## config.mk

```make
export PLATFORM = sky130hd
export DESIGN_NAME = cpu_load_power_governor
export DESIGN_NICKNAME = d
export VERILOG_FILES = /design/src/sv/clpg_pkg.sv /design/src/sv/clpg_alu.sv /design/src/sv/clpg_dwell.sv /design/src/sv/cpu_load_power_governor.sv
export SDC_FILE = /design/constraint.sdc
export NUM_CORES = 1
export LEC_CHECK = 0
export BUFFER_PORTS_ARGS = -buffer_cell sky130_fd_sc_hd__buf_4
export CORE_MARGIN = 5
export CORE_UTILIZATION = 40
export DETAILED_ROUTE_END_ITERATION = 10
export SLEW_MARGIN = 10
export SYNTH_ARGS = -nofsm -noshare
export SYNTH_HDL_FRONTEND = slang
export SYNTH_SLANG_ARGS = --single-unit
```

## constraint.sdc

```tcl
create_clock -name clk -period 36.7 [get_ports clk]
set_input_delay 5.505 -clock clk [delete_from_list [all_inputs] [get_ports clk]]
set_output_delay 5.505 -clock clk [all_outputs]
set_load 0.05 [all_outputs]
```

## src/sv/clpg_pkg.sv

```systemverilog
// Shared types and constants for the CPU load power governor.
// Holds configuration register codes, the shared adder op codes and the
// structs passed between the sequencer and the dwell tracker. No dependencies.
package clpg_pkg;

  localparam int CountWidth   = 64;
  localparam int AluWidth     = 72;
  localparam int LoadWidth    = 7;
  localparam int TickWidth    = 16;
  localparam int CpuWidth     = 2;
  localparam int ConnWidth    = 5;
  localparam int CfgIdxWidth  = 2;
  localparam int CfgDataWidth = 16;
  localparam int QuotBits     = 7;

  localparam logic [CpuWidth-1:0]  MaxCpus      = 2'd2;
  localparam logic [LoadWidth-1:0] FullLoad     = 7'd100;
  localparam logic [TickWidth-1:0] LowDefault   = 16'd5;
  localparam logic [TickWidth-1:0] HighDefault  = 16'd10;
  localparam logic [TickWidth-1:0] OffDefault   = 16'd10;
  localparam logic [TickWidth-1:0] StbyDefault  = 16'd60;

  // Configuration register index codes
  typedef enum logic [CfgIdxWidth-1:0] {
    REG_LOW_THRESHOLD      = 2'd0,
    REG_HIGH_THRESHOLD     = 2'd1,
    REG_OFFLINE_IDLE_TICKS = 2'd2,
    REG_STANDBY_IDLE_TICKS = 2'd3
  } cfg_reg_t;

  // Shared adder operation
  typedef enum logic {
    ALU_ADD = 1'b0,
    ALU_SUB = 1'b1
  } alu_op_t;

  typedef struct packed {
    logic [LoadWidth-1:0] low_threshold;
    logic [LoadWidth-1:0] high_threshold;
    logic [TickWidth-1:0] offline_idle_ticks;
    logic [TickWidth-1:0] standby_idle_ticks;
  } cfg_t;

  typedef struct packed {
    logic                 update;
    logic [LoadWidth-1:0] load;
    logic [CpuWidth-1:0]  cpus;
    logic [ConnWidth-1:0] conns;
  } dwell_req_t;

  typedef struct packed {
    logic cpu_off;
    logic cpu_on;
    logic standby;
  } dwell_rsp_t;

endpackage

```

## src/sv/clpg_alu.sv

```systemverilog
// Shared 72-bit add/subtract unit of the load governor.
// Used by the sequencer for deltas, compares, the x100 product and division.
// Depends on clpg_pkg.
module clpg_alu import clpg_pkg::*; (
  input  alu_op_t             op,
  input  logic [AluWidth-1:0] a,
  input  logic [AluWidth-1:0] b,
  output logic [AluWidth-1:0] result
);

  always_comb begin
    unique case (op)
      ALU_ADD: result = a + b;
      ALU_SUB: result = a - b;
      default: result = a + b;
    endcase
  end

endmodule

```

## src/sv/clpg_dwell.sv

```systemverilog
// Idle and busy dwell counters with the offline, online and standby decisions.
// Counters saturate and are cleared by a standby request.
// Depends on clpg_pkg.
module clpg_dwell import clpg_pkg::*; (
  input  logic       clk,
  input  logic       rst,
  input  cfg_t       cfg,
  input  dwell_req_t req,
  output dwell_rsp_t rsp
);

  logic [TickWidth-1:0] idle_ticks, busy_ticks;
  logic [TickWidth-1:0] idle_next, busy_next;
  logic [TickWidth-1:0] idle_inc, busy_inc, idle_mid, busy_mid, idle_upd, busy_upd;
  logic                 is_idle, is_busy;

  // Dwell update: idle test first, then busy test
  always_comb begin
    is_idle  = req.load < cfg.low_threshold;
    is_busy  = req.load > cfg.high_threshold;
    idle_inc = (idle_ticks == '1) ? idle_ticks : idle_ticks + 1'b1;
    idle_mid = is_idle ? idle_inc : '0;
    busy_mid = is_idle ? '0 : busy_ticks;
    busy_inc = (busy_mid == '1) ? busy_mid : busy_mid + 1'b1;
    busy_upd = is_busy ? busy_inc : '0;
    idle_upd = is_busy ? '0 : idle_mid;

    rsp.cpu_off = (idle_upd > cfg.offline_idle_ticks) && (req.cpus > 2'd1);
    rsp.cpu_on  = (busy_upd > 16'd1) && (req.cpus < MaxCpus);
    rsp.standby = (idle_upd > cfg.standby_idle_ticks) && (req.cpus != '0)
                  && (req.conns == '0);

    idle_next = rsp.standby ? '0 : idle_upd;
    busy_next = rsp.standby ? '0 : busy_upd;
  end

  always_ff @(posedge clk) begin
    if (rst) begin
      idle_ticks <= '0;
      busy_ticks <= '0;
    end else if (req.update) begin
      idle_ticks <= idle_next;
      busy_ticks <= busy_next;
    end
  end

endmodule

```

## src/sv/cpu_load_power_governor.sv

```systemverilog
// CPU load power governor: sequencer, configuration registers, output register.
// Instantiates clpg_alu (shared adder) and clpg_dwell (dwell counters).
// Depends on clpg_pkg.
//
// Usage: one transaction on the input channel (in_valid / in_stall) per tick
// carries the cumulative total and busy counters, CPUs online and connection
// count. One result transaction follows on the output channel (out_valid /
// out_stall) for every input.
// The first tick after reset only stores the counters and returns load 0 with
// zero_interval set. Later ticks run through one shared 72-bit adder: two
// delta subtractions, a saturation compare, two adds forming the busy delta
// times 100, and seven restoring division steps. A zero total delta or a busy
// delta not below the total delta finishes straight after the compare and
// skips the product and the division. The block holds in_stall high until
// the result is in the output register, so one item is in flight at a time.
// If the receiver stalls, the result stays in the output register and the
// next item may be accepted; its result waits until the register is taken.
// Synchronous reset restores register defaults (5, 10, 10, 60), clears the
// stored counters, dwell counters and the primed flag, and empties the output.
// Configuration writes through cfg_write / cfg_index / cfg_data take effect
// at the next edge.
module cpu_load_power_governor import clpg_pkg::*; (
  input  logic                    clk,
  input  logic                    rst,
  input  logic                    cfg_write,
  input  logic [CfgIdxWidth-1:0]  cfg_index,
  input  logic [CfgDataWidth-1:0] cfg_data,
  input  logic                    in_valid,
  output logic                    in_stall,
  input  logic [CountWidth-1:0]   total_count,
  input  logic [CountWidth-1:0]   busy_count,
  input  logic [CpuWidth-1:0]     cpus_online,
  input  logic [ConnWidth-1:0]    connection_count,
  output logic                    out_valid,
  input  logic                    out_stall,
  output logic [LoadWidth-1:0]    load_percent,
  output logic                    cpu_off_request,
  output logic                    cpu_on_request,
  output logic                    standby_request,
  output logic                    zero_interval
);

  typedef enum logic [3:0] {
    S_IDLE,
    S_SUB_TOTAL,
    S_SUB_BUSY,
    S_COMPARE,
    S_MUL_A,
    S_MUL_B,
    S_DIVIDE,
    S_FINISH
  } state_t;

  state_t state;
  cfg_t   cfg;

  // Latched transaction and stored counters
  logic [CountWidth-1:0] total_q, busy_q, prev_total, prev_busy;
  logic [CpuWidth-1:0]   cpus_q;
  logic [ConnWidth-1:0]  conns_q;
  logic                  primed;
  logic                  priming_tick;

  // Datapath registers
  logic [CountWidth-1:0] delta_total, delta_busy;
  logic [AluWidth-1:0]   acc;
  logic [LoadWidth-1:0]  load;
  logic                  zero_flag;
  logic [2:0]            step;

  // Shared adder operands
  alu_op_t             alu_op;
  logic [AluWidth-1:0] alu_a, alu_b, alu_res;
  logic [AluWidth-1:0] total_ext, busy_ext, dt_ext, db_ext;

  dwell_req_t dreq;
  dwell_rsp_t drsp;
  logic       out_free;

  assign total_ext = {{(AluWidth-CountWidth){1'b0}}, total_q};
  assign busy_ext  = {{(AluWidth-CountWidth){1'b0}}, busy_q};
  assign dt_ext    = {{(AluWidth-CountWidth){1'b0}}, delta_total};
  assign db_ext    = {{(AluWidth-CountWidth){1'b0}}, delta_busy};

  assign in_stall = (state != S_IDLE);
  assign out_free = !out_valid || !out_stall;

  // Operand selection for the shared adder
  always_comb begin
    alu_op = ALU_SUB;
    alu_a  = acc;
    alu_b  = dt_ext << step;
    unique case (state)
      S_SUB_TOTAL: begin
        alu_a = total_ext;
        alu_b = {{(AluWidth-CountWidth){1'b0}}, prev_total};
      end
      S_SUB_BUSY: begin
        alu_a = busy_ext;
        alu_b = {{(AluWidth-CountWidth){1'b0}}, prev_busy};
      end
      S_COMPARE: begin
        alu_a = db_ext;
        alu_b = dt_ext;
      end
      S_MUL_A: begin
        alu_op = ALU_ADD;
        alu_a  = db_ext << 6;
        alu_b  = db_ext << 5;
      end
      S_MUL_B: begin
        alu_op = ALU_ADD;
        alu_a  = acc;
        alu_b  = db_ext << 2;
      end
      default: begin
        alu_op = ALU_SUB;
        alu_a  = acc;
        alu_b  = dt_ext << step;
      end
    endcase
  end

  clpg_alu u_alu (
    .op     (alu_op),
    .a      (alu_a),
    .b      (alu_b),
    .result (alu_res)
  );

  // Dwell update happens as the result is written out
  always_comb begin
    dreq.update = (state == S_FINISH) && out_free && !priming_tick;
    dreq.load   = load;
    dreq.cpus   = cpus_q;
    dreq.conns  = conns_q;
  end

  clpg_dwell u_dwell (
    .clk (clk),
    .rst (rst),
    .cfg (cfg),
    .req (dreq),
    .rsp (drsp)
  );

  // Sequencer, configuration and output register
  always_ff @(posedge clk) begin
    if (rst) begin
      state                  <= S_IDLE;
      primed                 <= 1'b0;
      prev_total             <= '0;
      prev_busy              <= '0;
      out_valid              <= 1'b0;
      cfg.low_threshold      <= LowDefault[LoadWidth-1:0];
      cfg.high_threshold     <= HighDefault[LoadWidth-1:0];
      cfg.offline_idle_ticks <= OffDefault;
      cfg.standby_idle_ticks <= StbyDefault;
    end else begin
      if (cfg_write) begin
        unique case (cfg_reg_t'(cfg_index))
          REG_LOW_THRESHOLD:      cfg.low_threshold      <= cfg_data[LoadWidth-1:0];
          REG_HIGH_THRESHOLD:     cfg.high_threshold     <= cfg_data[LoadWidth-1:0];
          REG_OFFLINE_IDLE_TICKS: cfg.offline_idle_ticks <= cfg_data;
          REG_STANDBY_IDLE_TICKS: cfg.standby_idle_ticks <= cfg_data;
          default: ;
        endcase
      end

      // Output valid: load a new result, or drop the one just taken
      if (state == S_FINISH && out_free) begin
        out_valid <= 1'b1;
      end else if (out_valid && !out_stall) begin
        out_valid <= 1'b0;
      end

      unique case (state)
        S_IDLE: begin
          if (in_valid) begin
            total_q <= total_count;
            busy_q  <= busy_count;
            cpus_q  <= cpus_online;
            conns_q <= connection_count;
            if (!primed) begin
              priming_tick <= 1'b1;
              primed       <= 1'b1;
              prev_total   <= total_count;
              prev_busy    <= busy_count;
              load         <= '0;
              zero_flag    <= 1'b1;
              state        <= S_FINISH;
            end else begin
              priming_tick <= 1'b0;
              state        <= S_SUB_TOTAL;
            end
          end
        end
        S_SUB_TOTAL: begin
          delta_total <= alu_res[CountWidth-1:0];
          prev_total  <= total_q;
          state       <= S_SUB_BUSY;
        end
        S_SUB_BUSY: begin
          delta_busy <= alu_res[CountWidth-1:0];
          prev_busy  <= busy_q;
          state      <= S_COMPARE;
        end
        S_COMPARE: begin
          priority if (delta_total == '0) begin
            load      <= '0;
            zero_flag <= 1'b1;
            state     <= S_FINISH;
          end else if (!alu_res[AluWidth-1]) begin
            load      <= FullLoad;
            zero_flag <= 1'b0;
            state     <= S_FINISH;
          end else begin
            zero_flag <= 1'b0;
            state     <= S_MUL_A;
          end
        end
        S_MUL_A: begin
          acc   <= alu_res;
          state <= S_MUL_B;
        end
        S_MUL_B: begin
          acc   <= alu_res;
          load  <= '0;
          step  <= 3'(QuotBits - 1);
          state <= S_DIVIDE;
        end
        S_DIVIDE: begin
          // Restoring step: keep the difference when it does not go negative
          if (!alu_res[AluWidth-1]) begin
            acc  <= alu_res;
            load <= {load[LoadWidth-2:0], 1'b1};
          end else begin
            load <= {load[LoadWidth-2:0], 1'b0};
          end
          if (step == '0) begin
            state <= S_FINISH;
          end else begin
            step <= step - 3'd1;
          end
        end
        S_FINISH: begin
          if (out_free) begin
            load_percent    <= load;
            zero_interval   <= zero_flag;
            cpu_off_request <= !priming_tick && drsp.cpu_off;
            cpu_on_request  <= !priming_tick && drsp.cpu_on;
            standby_request <= !priming_tick && drsp.standby;
            state           <= S_IDLE;
          end
        end
        default: state <= S_IDLE;
      endcase
    end
  end

endmodule

```

==> impl_metrics.py <==
metrics = {
    "run_status": {
        "status": "completed",
    },
    "clock_network": {
        "cts_tree": "yes",
        "clock_latency_ns": 0.64,
        "ctsResizeCount": 0,
        "cts.path.max_buffers": 3,
        "htreeDepth": 3,
        "clkTransAtPathRegs_ns": 0.06,
        "clock-sinks": 569,
        "cts_setup_buffers": 0,
        "cts_hold_buffers": 0,
        "cts-buffers-inserted": 68,
        "root_buffer": "clkbuf_16",
    },
    "timing": {
        "final-setup-viol-count": 0,
        "rsz0062_at_grt": "no",
        "fin_crit_ns": 10.17,
        "hold_viol": 0,
        "finalMaxSlewViolations": 0,
        "period_share": 0.277,
        "slew_headroom": 0.221,
        "max_clock_freq_mhz": 98.3,
        "tightest_slew_ns": 1.16,
        "clock_skew_ns": 0.0310,
        "tns_ns": 0,
    },
    "global_routing": {
        "grtUsageTotal": 0.245,
        "grt_start_max_net_pins": 99,
        "grt_pass1_wl_um": 172000,
        "gr-total-overflow": 0,
        "grt_pass1_vias": 27300,
        "antenna_found_initial": 1,
    },
    "finish": {
        "layout.nets": 3813,
        "multi_input_area_um2": 17600,
        "diodes": 0,
        "drive_above_1_share": 0.140,
        "layout_common_cells": "nand2_1, edfxtp_1, nor2_1",
        "nFillCells": 7973,
        "seq_area_um2": 15000,
        "area_growth_pct": 13.0,
        "final_common_cell": "nand2_1",
        "stdcell_count": 4722,
    },
    "drt": {
        "drt_pass1_iterations": 7,
        "wl_um": 114000,
        "drt-wirelength-per-cell_um": 24.2,
        "drc": 0,
        "vias_per_cell": 6.01,
        "num_vias": 28400,
        "ant_nets": 0,
        "drt_iter0_drc": 2693,
    },
    "logic_synthesis": {
        "async_flop_share": 0,
        "ys_seq_area_frac": 0.443,
        "synth_flop_cell": "edfxtp_1",
        "syn-cell-area_um2": 33800,
        "synthCells": 3491,
        "yosys_warnings": 0,
        "synth.distinct_cells": 86,
        "synth_edf_count": 358,
        "syn_nets": 3771,
        "avgSynthCellArea_um2": 9.68,
        "synth_seq_cells": 569,
    },
    "setup_path": {
        "worstPathRequired_ns": 36.95,
        "worstSetupStartpoint": "state[0]",
        "cp_max_fo": 48,
        "startpoint_type": "register",
        "critPathMostFrequentCell": "o21ai_0",
        "reg2reg_to": "acc[31]",
        "cp_slowest_stage_delay_ns": 0.87,
        "cp-end-kind": "register",
        "critical_path_class": "reg2reg",
        "reg2reg_depth": 25,
        "cp.arrival_ns": 10.43,
        "slowest_stage": "a211oi_1",
        "reg2reg_from": "state[0]",
        "reg2reg_slack_ns": 26.53,
    },
    "die": {
        "core_um2": 83700,
        "die_area_um2": 90400,
        "initial_utilization": 0.404,
        "io_pins": 171,
        "die_h_um": 301,
        "die_w_um": 301,
        "rows": 106,
    },
    "min_path": {
        "hp-start": "zero_flag",
        "whs_path_depth": 0,
        "min_path_type": "reg2reg",
        "hold_path_end": "zero_interval",
    },
    "placement": {
        "port_buffers": 170,
        "place_congestion": 0.959,
        "dpl.hpwl_um": 83500,
        "placed_cells": 4597,
    },
    "run": {
        "max_cap_viol_count": 0,
    },
}
==> cell families (layout without fill, tap and decap cells) <==
| kind of cell | count (synthesis) | after routing | synth area share |
|---|---|---|---|
| XOR/XNOR | 153 | 153 | 0.0397 |
| AND/OR/NAND/NOR | 1237 | 1237 | 0.166 |
| AO/OA/AOI/OAI | 868 | 868 | 0.183 |
| flip-flops | 569 | 569 | 0.443 |
| adder cells (fa/ha/maj) | 123 | 123 | 0.0457 |
| buffers and inverters | 323 | 420 | 0.0396 |
| multiplexers | 218 | 218 | 0.0827 |
==> cell type report <==
cell class                 instances  area share
tap                             1134      0.0371
sequential                       569       0.392
multi-input combinational       2599       0.460
inverter                          79     0.00776
clock inverter                    28     0.00868
timing repair buffer             216      0.0425
clock buffer                      97      0.0512
==> sequential cells by signal (all words and copies together) (netlist names), 2 cells and up <==
register	cells
state	3
load_percent	7
u_dwell.busy_ticks	16
total_q	64
conns_q	5
cfg	46
acc	72
step	3
load	7
delta_busy	64
busy_q	64
cpus_q	2
u_dwell.idle_ticks	16
prev_busy	64
delta_total	64
prev_total	64
==> cells in the mapped netlist, types with 25 or more instances <==
library cell	count	area share
nand2_1	544	0.060
edfxtp_1	358	0.32
nor2_1	328	0.036
dfxtp_1	211	0.13
a21oi_1	194	0.029
clkbuf_1	175	0.019
a311oi_1	131	0.034
ha_1	121	0.045
a22oi_1	107	0.024
mux2i_1	106	0.031
nand4_1	105	0.019
o21ai_0	102	0.015
xnor2_1	85	0.022
inv_1	76	0.0084
mux2_2	68	0.023
xor2_1	68	0.018
a21o_1	42	0.0093
mux4_2	42	0.028
nor3_1	36	0.0053
nand3_1	35	0.0052
a31oi_1	32	0.0059
nor4_1	31	0.0057
a211oi_1	26	0.0058
a22o_1	26	0.0067
buf_1	25	0.0028
buf_2	25	0.0037
nand2b_1	25	0.0046
nor2b_1	25	0.0046
==> routing by layer <==
metal / global-route usage / part of all wire / up-vias
met4: 0.0684 / 0.030 / 2
li1: - / - / 13300
met5: 0 / 0.000087 / -
met1: 0.326 / 0.42 / 13800
met2: 0.417 / 0.48 / 1093
met3: 0.0383 / 0.070 / 204
==> worst max path at each step <==
stage | endpoint | slack (ns)
after floorplan | primed | 20.28
after global placement | acc[36] | 26.75
after detailed placement | acc[40] | 26.61
after CTS | acc[28] | 26.60
after global routing | acc[28] | 25.96
final | acc[31] | 26.53
==> metrics by stage <==
step	instance area (µm²)	hold slack, ns	setup WS [ns]	util
floorplan	33800	0.400	20.28	-
global placement	35900	0.402	26.75	0.429
detailed placement	35900	0.408	26.61	0.429
CTS	38200	0.422	26.60	0.456
global route	38200	0.430	25.96	0.456
finish	38200	0.426	26.53	0.456
==> critical path, delay by kind of cell, from the launching register on <==
family                   cells  cell delay, ns
AO/OA/AOI/OAI               11            3.63
AND/OR/NAND/NOR              9            3.05
buffers and inverters        3            1.67
adder cells (fa/ha/maj)      1            0.39
flip-flops                   1            0.62
XOR/XNOR                     1            0.29
Power is not shown: default switching activity piles up to over one toggle a cycle in this logic, so the estimate is an artifact.
